## src/hdl/rau_pkg.sv

```systemverilog
// Shared types, constants and helpers for the rational arithmetic unit.
package rau_pkg;

    localparam int DATA_WIDTH = 32;
    localparam int WORK_W     = 2 * DATA_WIDTH;
    localparam int MUL_W      = DATA_WIDTH + 1;
    localparam int CNT_W      = $clog2(WORK_W + 1);

    localparam logic signed [WORK_W-1:0] FIT_MAX = WORK_W'((64'sd1 <<< (DATA_WIDTH - 1)) - 1);
    localparam logic signed [WORK_W-1:0] FIT_MIN = WORK_W'(-(64'sd1 <<< (DATA_WIDTH - 1)));

    typedef enum logic [2:0] {
        K_ADD = 3'd0,
        K_SUB = 3'd1,
        K_MUL = 3'd2,
        K_DIV = 3'd3,
        K_CMP = 3'd4,
        K_RED = 3'd5
    } t_kind;

    typedef enum logic [1:0] {
        STAT_OK   = 2'd0,
        STAT_ZERO = 2'd1,
        STAT_OVF  = 2'd2
    } t_status;

    typedef enum logic [1:0] {
        ORD_LT = 2'd0,
        ORD_EQ = 2'd1,
        ORD_GT = 2'd2
    } t_order;

    typedef enum logic [3:0] {
        S_IDLE,
        S_GCD_TEST,
        S_GCD_DIV,
        S_LCM_MUL,
        S_LCM_DIV,
        S_Q1_DIV,
        S_T1_MUL,
        S_Q2_DIV,
        S_T2_MUL,
        S_COMBINE,
        S_PROD_NUM,
        S_PROD_DEN,
        S_RED_NUM,
        S_RED_DEN,
        S_FINISH
    } t_state;

    typedef struct packed {
        logic                     start;
        logic signed [WORK_W-1:0] dividend;
        logic signed [WORK_W-1:0] divisor;
    } t_div_req;

    typedef struct packed {
        logic                     done;
        logic signed [WORK_W-1:0] quo;
        logic signed [WORK_W-1:0] rem;
        logic        [WORK_W-1:0] quo_mag;
    } t_div_rsp;

    function automatic logic signed [WORK_W-1:0] sext(input logic [DATA_WIDTH-1:0] v);
        return {{(WORK_W - DATA_WIDTH){v[DATA_WIDTH-1]}}, v};
    endfunction

    function automatic logic fits(input logic signed [WORK_W-1:0] v);
        return (v >= FIT_MIN) && (v <= FIT_MAX);
    endfunction

endpackage

```

## src/hdl/rau_div.sv

```systemverilog
// Radix-2 restoring divider, signed truncating quotient and remainder.
module rau_div
    import rau_pkg::*;
(
    input  logic     i_clk,
    input  logic     i_rst_n,
    input  t_div_req i_req,
    output t_div_rsp o_rsp
);

    logic              r_run;
    logic              r_done;
    logic [CNT_W-1:0]  r_cnt;
    logic [WORK_W-1:0] r_rem;
    logic [WORK_W-1:0] r_quo;
    logic [WORK_W-1:0] r_dvs;
    logic              r_neg_q;
    logic              r_neg_r;

    logic [WORK_W-1:0] a_mag;
    logic [WORK_W-1:0] b_mag;
    logic [WORK_W-1:0] shifted;
    logic [WORK_W:0]   diff;

    assign a_mag   = i_req.dividend[WORK_W-1] ? WORK_W'(-i_req.dividend) : i_req.dividend;
    assign b_mag   = i_req.divisor[WORK_W-1]  ? WORK_W'(-i_req.divisor)  : i_req.divisor;
    assign shifted = {r_rem[WORK_W-2:0], r_quo[WORK_W-1]};
    assign diff    = {1'b0, shifted} - {1'b0, r_dvs};

    always_ff @(posedge i_clk) begin
        if (!i_rst_n) begin
            r_run  <= 1'b0;
            r_done <= 1'b0;
            r_cnt  <= '0;
        end else begin
            r_done <= 1'b0;
            if (i_req.start) begin
                r_run   <= 1'b1;
                r_cnt   <= '0;
                r_rem   <= '0;
                r_quo   <= a_mag;
                r_dvs   <= b_mag;
                r_neg_q <= i_req.dividend[WORK_W-1] ^ i_req.divisor[WORK_W-1];
                r_neg_r <= i_req.dividend[WORK_W-1];
            end else if (r_run) begin
                if (!diff[WORK_W]) begin
                    r_rem <= diff[WORK_W-1:0];
                end else begin
                    r_rem <= shifted;
                end
                r_quo <= {r_quo[WORK_W-2:0], ~diff[WORK_W]};
                r_cnt <= r_cnt + 1'b1;
                if (r_cnt == CNT_W'(WORK_W - 1)) begin
                    r_run  <= 1'b0;
                    r_done <= 1'b1;
                end
            end
        end
    end

    assign o_rsp.done    = r_done;
    assign o_rsp.quo     = r_neg_q ? WORK_W'(-r_quo) : r_quo;
    assign o_rsp.rem     = r_neg_r ? WORK_W'(-r_rem) : r_rem;
    assign o_rsp.quo_mag = r_quo;

endmodule

```

## config.mk

```make
export PLATFORM = sky130hd
export DESIGN_NAME = rau_div
export DESIGN_NICKNAME = d
export VERILOG_FILES = /design/src/hdl/rau_pkg.sv /design/src/hdl/rau_div.sv
export SDC_FILE = /design/constraint.sdc
export NUM_CORES = 1
export LEC_CHECK = 0
export BUFFER_PORTS_ARGS = -buffer_cell sky130_fd_sc_hd__buf_4
export CAP_MARGIN = 20
export CORE_ASPECT_RATIO = 0.8
export CORE_UTILIZATION = 30
export CTS_BUF_LIST = sky130_fd_sc_hd__clkbuf_4 sky130_fd_sc_hd__clkbuf_8
export DETAILED_ROUTE_END_ITERATION = 10
export PLACE_DENSITY = 0.45
export SLEW_MARGIN = 40
export SYNTH_ARGS = -nofsm -noshare
export SYNTH_HDL_FRONTEND = slang
export SYNTH_SLANG_ARGS = --single-unit
```

## constraint.sdc

```tcl
create_clock -name i_clk -period 5.24 [get_ports i_clk]
set_clock_uncertainty 0.1 [all_clocks]
set_input_delay 1.048 -clock i_clk [delete_from_list [all_inputs] [get_ports i_clk]]
set_output_delay 1.048 -clock i_clk [all_outputs]
set_load 0.02 [all_outputs]
```

==> impl_results.md, run 1 <==
- Seq cells post-synth: 203
- Clock Latency Late Sink: 590 ps
- PnR Total Power: 0.00595 W
- Register area: 0.00601 sq mm
- Hold Vio Cnt, Final: 0
- Post-layout min period: 5270 ps
- Worst Path Arrival: 4120 ps
- First-pass GRT wire length: 93300 um
- Pwr/cell area: 273 mW/mm^2
- Routed WL: 61900 um
- Crit. End Element: output pin
- Setup ws final: -26.7 ps
- Synth top area share: 0.342
- DR vias: 16100
- Setup TNS: -96.5 ps
- Fill count: 5825
- Failing checks: negative setup slack
- Largest stage delay, worst path: 490 ps
- Die height: 215 um
- CTS Hold Bufs: 0
- Achievable Freq: 190 MHz
- Tot GR Track Use: 0.210
- CTS tree: built
- CTS Buf Count: 40
- Worst slew pin tran: 803 ps
- Ports: 324
- Post-Syn Area: 0.0170 sq mm
- Crit Path Max Fanout: 4
- Remaining routing DRC violations: 0
- Non-filler cells, final: 3106
- Crit-path cells: or3_4, or3_4, or4_4, or2_4, or3_4, or3_4, or3_4, o21ai_4, xnor2_1, buf_4
- Multiplexer area fraction after synthesis: 0.00250
- DR iter-0 viols: 1179
- Sink Count: 203
- Full die area: 0.0577 sq mm
- Compound-Gate Fraction of Synth Area: 0.206
- Port-buffer cells: 323
- Core ar.: 0.0557 sq mm
- Pre-Repair DR Iteration Count: 5
- Peak supply drop: 0.000143 V
- Unrepaired setup endpoints after global routing: true
- Area of the multi-input gates: 0.0106 sq mm
- Simple-gate share of the synthesized area: 0.188
- Max-cap violations: 0
- Design Area, Final: 0.0218 sq mm
- Outcome: finished with violations
- Yosys warnings: 0
- CTS Buffer Depth: 3
- Grt ovf: 0
- Hold Crit Class: flip-flop to flip-flop
- Endpoints failing setup: 7
- CP required: 4090 ps
- Layout Nets: 2520
- Critical path type: flip-flop to output pin
- H-tree depth: 2
- Max stage delay cell, worst path: or4_4
- Most Frequent Cell on Critical Path: or3_4
- Pins over their slew limit: 0
- Die X: 268 um
- Synthesized instance count: 1975
- Clock Root Buffer: clkbuf_8
- Placer Congestion: 0.921
- Largest family of logic cells by synthesized area: compound AO/OA/AOI/OAI gates
- Inst Count DP: 2983
- Max transition margin: 0.459
- Post-detail-place hpwl: 47700 um
- # rows: 77
- Clock Pin Slew Worst Setup and Hold Paths: 60 ps
- Startpoint types: flip-flop
- Avg Cell Area, Syn: 8.62 sq um
- Starting Density: 0.306
- Post-Synth XOR/XNOR Area: 0.157
- Ys flop type: edfxtp_1
- Cell taking the most area after synthesis: edfxtp_1
- Post-synth cell types: 75
- Syn nets: 2176
- Post-synth EDFFs: 194
- Initial antenna violation count: 11
- Area contributors post-synth: edfxtp_1 (34%), xnor2_1 (11%), a21oi_1 (6.0%)
- Post-synthesis sequential area ratio: 0.353
- LEAKAGE: 8.37 nW
- Mean number of vias per cell: 5.17
- Share of cells above drive strength 1: 0.228
- Vias in the first global route: 15300
- Pin count of the biggest net entering global routing: 121
- Fin crit share: 1.01
- Async set or reset register ratio after synthesis: 0
- ANT nets after route: 0
- Area grow syn2layout: 28.0%
- WL/cell: 19.9 um
- Area share of fa/ha/maj cells after synthesis: 0.0519
- Placed Area: 0.0204 sq mm
## where the power goes
part	leakage, nW	switching [W]	internal, W
Sequential	1.92	0.000164	0.00195
Clock	0.417	0.000761	0.000940
Combinational	6.04	0.00126	0.000876
Total	8.37	0.00218	0.00377
## worst max-delay path: cells and delay by family, from the launching register on
kind | cells | cell delay (ps)
buffers and inverters | 1 | 160
flip-flops | 1 | 390
AO/OA/AOI/OAI | 1 | 170
AND/OR/NAND/NOR | 7 | 2650
XOR/XNOR | 1 | 130
## metrics by stage
step | hold slack [ps] | util | setup WS [ps]
floorplan | 333 | - | 382
global placement | 374 | 0.365 | 280
detailed placement | 362 | 0.366 | 164
CTS | 376 | 0.387 | -102
global route | 409 | 0.391 | -158
finish | 363 | 0.392 | -26.7
## state kept, by name, indices dropped and copies added, names as in the netlist
register  count
r_cnt         7
r_neg_q       1
r_rem        64
r_quo        64
r_run         1
r_neg_r       1
r_done        1
r_dvs        64
## worst paths after layout
| path | start | endpoint | slack, ps | cells after the start |
|---|---|---|---|---|
| setup / recovery | r_quo[30] | o_rsp[184] | -30 | 10 |
| hold / removal | r_cnt[6] | r_done | 360 | 1 |
| setup reg to reg | r_rem[11] | r_rem[13] | 570 | 15 |
| hold reg to reg | r_cnt[6] | r_done | 360 | 1 |
## layout by cell type, fill, tap and decap left out, drive strengths merged, types with 6 or more instances in the layout
master  instances
nand2         230
buf           400
clkbuf         50
nor3           28
o211ai          9
or2            12
diode           7
nand3          29
nand4          31
nand2b         31
xnor2         213
dfxtp           9
a21o           35
o31ai          73
ha             69
nor2          130
a211oi         12
and3            8
o41ai          33
o21ai         136
a21oi         204
inv            90
nor4           25
o21a            9
edfxtp        194
a21boi         10
o21bai          6
or3            60
clkinv         17
nor2b           7
or4            34
xor2           92
## layer usage
layer / wire length, um / part of all wire / GRT usage / vias up
met5: 62 / 0.0010 / 0 / -
met3: 3600 / 0.058 / 0.0430 / 106
li1: - / - / - / 7922
met4: 1580 / 0.026 / 0.0619 / 10
met1: 30100 / 0.49 / 0.306 / 7632
met2: 26500 / 0.43 / 0.308 / 381
## cell usage after synthesis (6+ instances only)
library cell  number
a211oi_1          12
a21boi_0           6
a21o_1            35
a21oi_1          204
and3_1             8
buf_1             12
clkbuf_1          82
dfxtp_1            9
edfxtp_1         194
ha_1              69
inv_1             90
nand2_1          230
nand2b_1          31
nand3_1           29
nand4_1           31
nor2_1           130
nor2b_1            7
nor3_1            26
nor4_1            22
o211ai_1           9
o21a_1             9
o21ai_0          125
o21ai_1           11
o21bai_1           6
o31ai_1           66
o31ai_2            7
o41ai_1           31
or2_2              7
or3_1             54
or3_4              6
or4_1             32
xnor2_1          213
xor2_1            92
## cell type report
class                   count  share of cell area
repair buffers            400               0.142
flip-flops and latches    203               0.275
inverters                  90              0.0155
multi-input cells        1584               0.486
well taps                 750              0.0430
clock buffers              50              0.0290
clock inverters            22             0.00803
diodes                      7            0.000803
## cells by family (layout without fill, tap and decap cells)
| family | count (synthesis) | after routing |
|---|---|---|
| XOR/XNOR | 305 | 305 |
| multiplexers | 4 | 4 |
| other | 0 | 7 |
| flip-flops | 203 | 203 |
| adder cells (fa/ha/maj) | 70 | 70 |
| AO/OA/AOI/OAI | 563 | 563 |
| buffers and inverters | 188 | 562 |
| AND/OR/NAND/NOR | 642 | 642 |
## repair_timing
item                                    4_1_cts  5_1_grt
endpoints found under the setup margin       25       24
gates cloned                                  0        0
pin swaps                                    12       11
setup buffers                                30       13
resized for setup                            31       17
Power figures use the tool's default switching activity.
==> run 2: changes to the inputs <==
Settings changed: SKIP_LAST_GASP set to 1.
==> impl_results.md, run 2 (synthesis results as in run 1) <==
- Design Area, Final: 0.0218 sq mm
- Clock Root Buffer: clkbuf_8
- LEAKAGE: 8.37 nW
- Failing checks: negative setup slack
- Area of the multi-input gates: 0.0106 sq mm
- DR vias: 16000
- Sink Count: 203
- CTS tree: built
- Fin crit share: 1.00
- PnR Total Power: 0.00595 W
- Achievable Freq: 190 MHz
- Die height: 215 um
- Register area: 0.00601 sq mm
- Placed Area: 0.0204 sq mm
- WL/cell: 19.9 um
- Max-cap violations: 0
- CP required: 4090 ps
- Routed WL: 62000 um
- Pre-Repair DR Iteration Count: 7
- # rows: 77
- Endpoints failing setup: 6
- Hold wc startpoint: r_cnt[6]
- Grt ovf: 0
- Hold Crit Class: flip-flop to flip-flop
- Full die area: 0.0577 sq mm
- Placer Congestion: 0.921
- GR Layer Usage met1: 0.306
- Core ar.: 0.0557 sq mm
- Fill count: 5828
- R2R Setup Slk: 560 ps
- Hold Path Stages: 1
- Worst Path Arrival: 4110 ps
- Area grow syn2layout: 28.0%
- Most frequent cells in the layout: buf_4 (391), nand2_1 (230), xnor2_1 (213), a21oi_1 (204), edfxtp_1 (194)
- Hold Vio Cnt, Final: 0
- CTS Hold Bufs: 0
- WHS Endpoint: r_done
- CTS Buf Count: 40
- Share of cells above drive strength 1: 0.228
- Die X: 268 um
- Pin count of the biggest net entering global routing: 121
- FF-to-FF End: r_rem[13]
- Outcome: finished with violations
- Clock Pin Slew Worst Setup and Hold Paths: 60 ps
- Tot GR Track Use: 0.210
- Critical path type: flip-flop to output pin
- GR Util met2: 0.308
- DR iter-0 viols: 1101
- Peak supply drop: 0.000144 V
- Post-layout min period: 5260 ps
- Remaining routing DRC violations: 0
- Met3 Use GR: 0.0430
- ANT nets after route: 0
- Post-detail-place hpwl: 47700 um
- Starting Density: 0.306
- CTS Buffer Depth: 3
- First-pass GRT wire length: 93300 um
- Biggest regs: r_dvs: 64 flops, r_quo: 64 flops, r_rem: 64 flops
- Most common cell after layout, fill and taps aside: buf_4
- Initial antenna violation count: 11
- Mean number of vias per cell: 5.16
- Pins over their slew limit: 0
- Pwr/cell area: 273 mW/mm^2
- Ports: 324
- Top Usage Layer GRT: met2
- Port-buffer cells: 323
- Startpoint types: flip-flop
- Crit. End Element: output pin
- Worst slew pin tran: 796 ps
- Fin util: 0.391
- Unrepaired setup endpoints after global routing: true
- Crit Path Max Fanout: 4
- DP Worst Slack: 164 ps
- FF-to-FF path depth: 15
- Vias in the first global route: 15300
- Layout Nets: 2520
- Clock Latency Late Sink: 590 ps
- Max transition margin: 0.464
- Setup ws final: -18.7 ps
- Worst r2r src: r_rem[11]
- H-tree depth: 2
-- run 2: cell count changes in the layout (fill, tap and decap cells not counted) --
cell | previous run | this run
o21ai_1 | 8 | 7
or3_1 | 47 | 48
o21ai_4 | 1 | 0
o21ai_2 | 3 | 5
or3_4 | 13 | 12
-- run 2: repair_timing --
item	CTS	global route
setup buffers	30	13
gates resized for setup	30	17
endpoints found under the setup margin	25	24
pin swaps	12	11
-- run 2: cell type report --
class,count,share of cell area
flip-flops and latches,203,0.276
clock inverters,22,0.00804
clock buffers,50,0.0290
diodes,7,0.000804
repair buffers,400,0.143
multi-input cells,1584,0.485
well taps,750,0.0431
inverters,90,0.0155
-- run 2: worst max-delay path: stages, from the launching register on --
cell and delay [ps]:
edfxtp_1 400, or3_4 400, or3_4 340, or4_4 490
or2_4 290, or3_4 380, or3_4 350, or3_4 400
o21ai_2 170, xnor2_1 130, buf_4 160
-- run 2: where the power goes --
part	internal [W]	switching (W)	leakage, nW	total (W)
clock network	0.000940	0.000759	0.417	0.00170
logic	0.000876	0.00126	6.04	0.00213
registers	0.00195	0.000164	1.92	0.00211
-- run 2: stage by stage --
| stage | hold slack (ps) | TNS [ps] | instances |
|---|---|---|---|
| after floorplan | 333 | 0 | 1975 |
| after global placement | 374 | 0 | 2982 |
| after detailed placement | 362 | 0 | 2983 |
| after CTS | 376 | -792 | 3085 |
| after global routing | 409 | -1200 | 3104 |
| final | 363 | -45.5 | 3106 |
-- run 2: worst max-delay path by stage --
stage	from	end	slack, ps	cells past startpoint
floorplan	i_req[128]	r_run	380	3
global placement	r_quo[14]	o_rsp[190]	280	11
detailed placement	r_quo[15]	o_rsp[184]	160	11
CTS	r_quo[30]	o_rsp[184]	-140	10
global route	r_quo[30]	o_rsp[191]	-160	10
finish	r_quo[30]	o_rsp[186]	-20	10
-- run 2: per-layer routing --
| metal | part of all wire | vias up |
|---|---|---|
| met5 | 0.0010 | - |
| li1 | - | 7921 |
| met1 | 0.48 | 7600 |
| met4 | 0.025 | 10 |
| met3 | 0.061 | 102 |
| met2 | 0.43 | 395 |
==> run 3: changes to the inputs <==
Settings changed: CORE_MARGIN set to 2, PLACE_DENSITY 0.45 to not set.
==> impl_results.md, run 3 (synthesis results as in run 1) <==
- Outcome: finished with violations
- Failing checks: negative setup slack
- Sink Count: 203
- CTS Buf Count: 40
- Pre-Repair DR Iteration Count: 5
- Clock Latency Late Sink: 610 ps
- Clock Pin Slew Worst Setup and Hold Paths: 60 ps
- Die height: 217 um
- Remaining routing DRC violations: 0
- Achievable Freq: 190 MHz
- Initial antenna violation count: 8
- CTS Buffer Depth: 3
- Worst slew pin tran: 834 ps
- FF-to-FF End: r_rem[5]
- DR vias: 16400
- Pins over their slew limit: 0
- Crit-path cells: or3_4, or3_4, or4_4, or2_4, or3_4, or3_4, or3_4, o31ai_4, xnor2_1, buf_4
- Crit Path Max Fanout: 5
- Core ar.: 0.0564 sq mm
- H-tree depth: 2
- Pin count of the biggest net entering global routing: 100
- Most Frequent Cell on Critical Path: or3_4
- Hold Vio Cnt, Final: 0
- CP required: 4090 ps
- Clock Root Buffer: clkbuf_8
- Grt ovf: 0
- Tot GR Track Use: 0.192
- Most frequent cells in the layout: buf_4 (377), nand2_1 (228), xnor2_1 (213), a21oi_1 (204), edfxtp_1 (194)
- Max stage delay cell, worst path: or4_4
- Largest stage delay, worst path: 500 ps
- DR iter-0 viols: 1455
- Design Area, Final: 0.0217 sq mm
- First-pass GRT wire length: 89200 um
- Levels on crit path: 10
- Peak supply drop: 0.000191 V
- Unrepaired setup endpoints after global routing: true
- CTS tree: built
- Fin crit share: 1.00
- WL/cell: 19.1 um
- Pwr/cell area: 275 mW/mm^2
- Mean number of vias per cell: 5.28
- # rows: 78
- Crit-path leading delay family: simple AND/OR/NAND/NOR gates
- Post-layout min period: 5250 ps
- Post-detail-place hpwl: 45400 um
- Crit. End Element: output pin
- Fill count: 5871
- DP Worst Slack: 225 ps
- ANT nets after route: 0
- FF-to-FF path depth: 15
- Hold Path Stages: 1
- Endpoints failing setup: 4
- CP Launch Point: r_quo[29]
- Vias in the first global route: 15200
- Setup ws final: -12.9 ps
- Layout Nets: 2505
- Biggest regs: r_dvs: 64 flops, r_quo: 64 flops, r_rem: 64 flops
- Most common cell after layout, fill and taps aside: buf_4
- Full die area: 0.0587 sq mm
- Routed WL: 59200 um
- Hold Crit Class: flip-flop to flip-flop
- Area grow syn2layout: 27.5%
- Placer Congestion: 0.980
- Worst r2r src: r_quo[63]
- Die X: 270 um
- Placed Area: 0.0203 sq mm
- Critical Path End: o_rsp[189]
- Startpoint types: flip-flop
- Max transition margin: 0.438
- Port-buffer cells: 323
- R2R Setup Slk: 980 ps
- Max-cap violations: 0
- Ports: 324
- Buffers & Inverters on Critical Path: 1
- Critical path type: flip-flop to output pin
- Share of cells above drive strength 1: 0.227
- Worst Path Arrival: 4100 ps
- LEAKAGE: 8.33 nW
- Starting Density: 0.302
run 3: area by class of cell:
class	count	area, sq um	share of cell area
clock inverters	21	178	0.00819
repair buffers	385	2960	0.136
clock buffers	52	659	0.0304
diodes	5	12.5	0.000576
well taps	760	951	0.0438
flip-flops and latches	203	6010	0.277
inverters	90	338	0.0156
multi-input cells	1584	10600	0.489
run 3: timing repair:
item | 4_1_cts | 5_1_grt
setup buffers | 14 | 22
pin swaps | 5 | 13
setup endpoints to repair | 26 | 27
hold endpoints to repair | 0 | 0
resized for setup | 23 | 31
hold buffers | 0 | 0
run 3: routing by layer:
metal  part of all wire  global-route usage
met1               0.48               0.280
met2               0.43               0.279
met3              0.062              0.0343
met4              0.035              0.0786
met5            0.00063                   0
run 3: worst register-to-register path: stages, from the launching register on:
cell and delay [ps]:
edfxtp_1 370, inv_1 60, ha_1 220, fa_1 390, nand2b_1 200, a21o_1 200
a211o_1 320, a21oi_1 260, o221ai_1 300, a21o_1 290, o41ai_1 260, buf_4 190
o41ai_2 80, buf_12 200, or3_1 500, a21oi_1 160
run 3: how the worst min path moves through the flow:
| stage | from | endpoint |
|---|---|---|
| CTS | r_cnt[6] | r_done |
| floorplan | r_cnt[6] | r_done |
| finish | r_cnt[6] | r_done |
| detailed placement | r_cnt[6] | r_done |
| global route | r_cnt[6] | r_done |
| global placement | r_cnt[6] | r_done |
run 3: report_power, final:
part           leakage (nW)  switching, W  internal, W
sequential             1.92      0.000160      0.00195
combinational          5.97       0.00126     0.000873
clock                 0.444      0.000755     0.000975
total                  8.33       0.00218      0.00380
run 3: stage by stage:
step / util / setup TNS, ps / power (W) / cells / hold slack (ps)
final: 0.385 / -32.6 / 0.00598 / 3100 / 379
after global routing: 0.385 / -815 / 0.00629 / 3098 / 409
after CTS: 0.379 / -423 / 0.00599 / 3072 / 392
after detailed placement: 0.360 / 0 / 0.00421 / 2985 / 385
after global placement: 0.359 / 0 / 0.00420 / 2984 / 365
after floorplan: - / 0 / 0.00342 / 1975 / 333
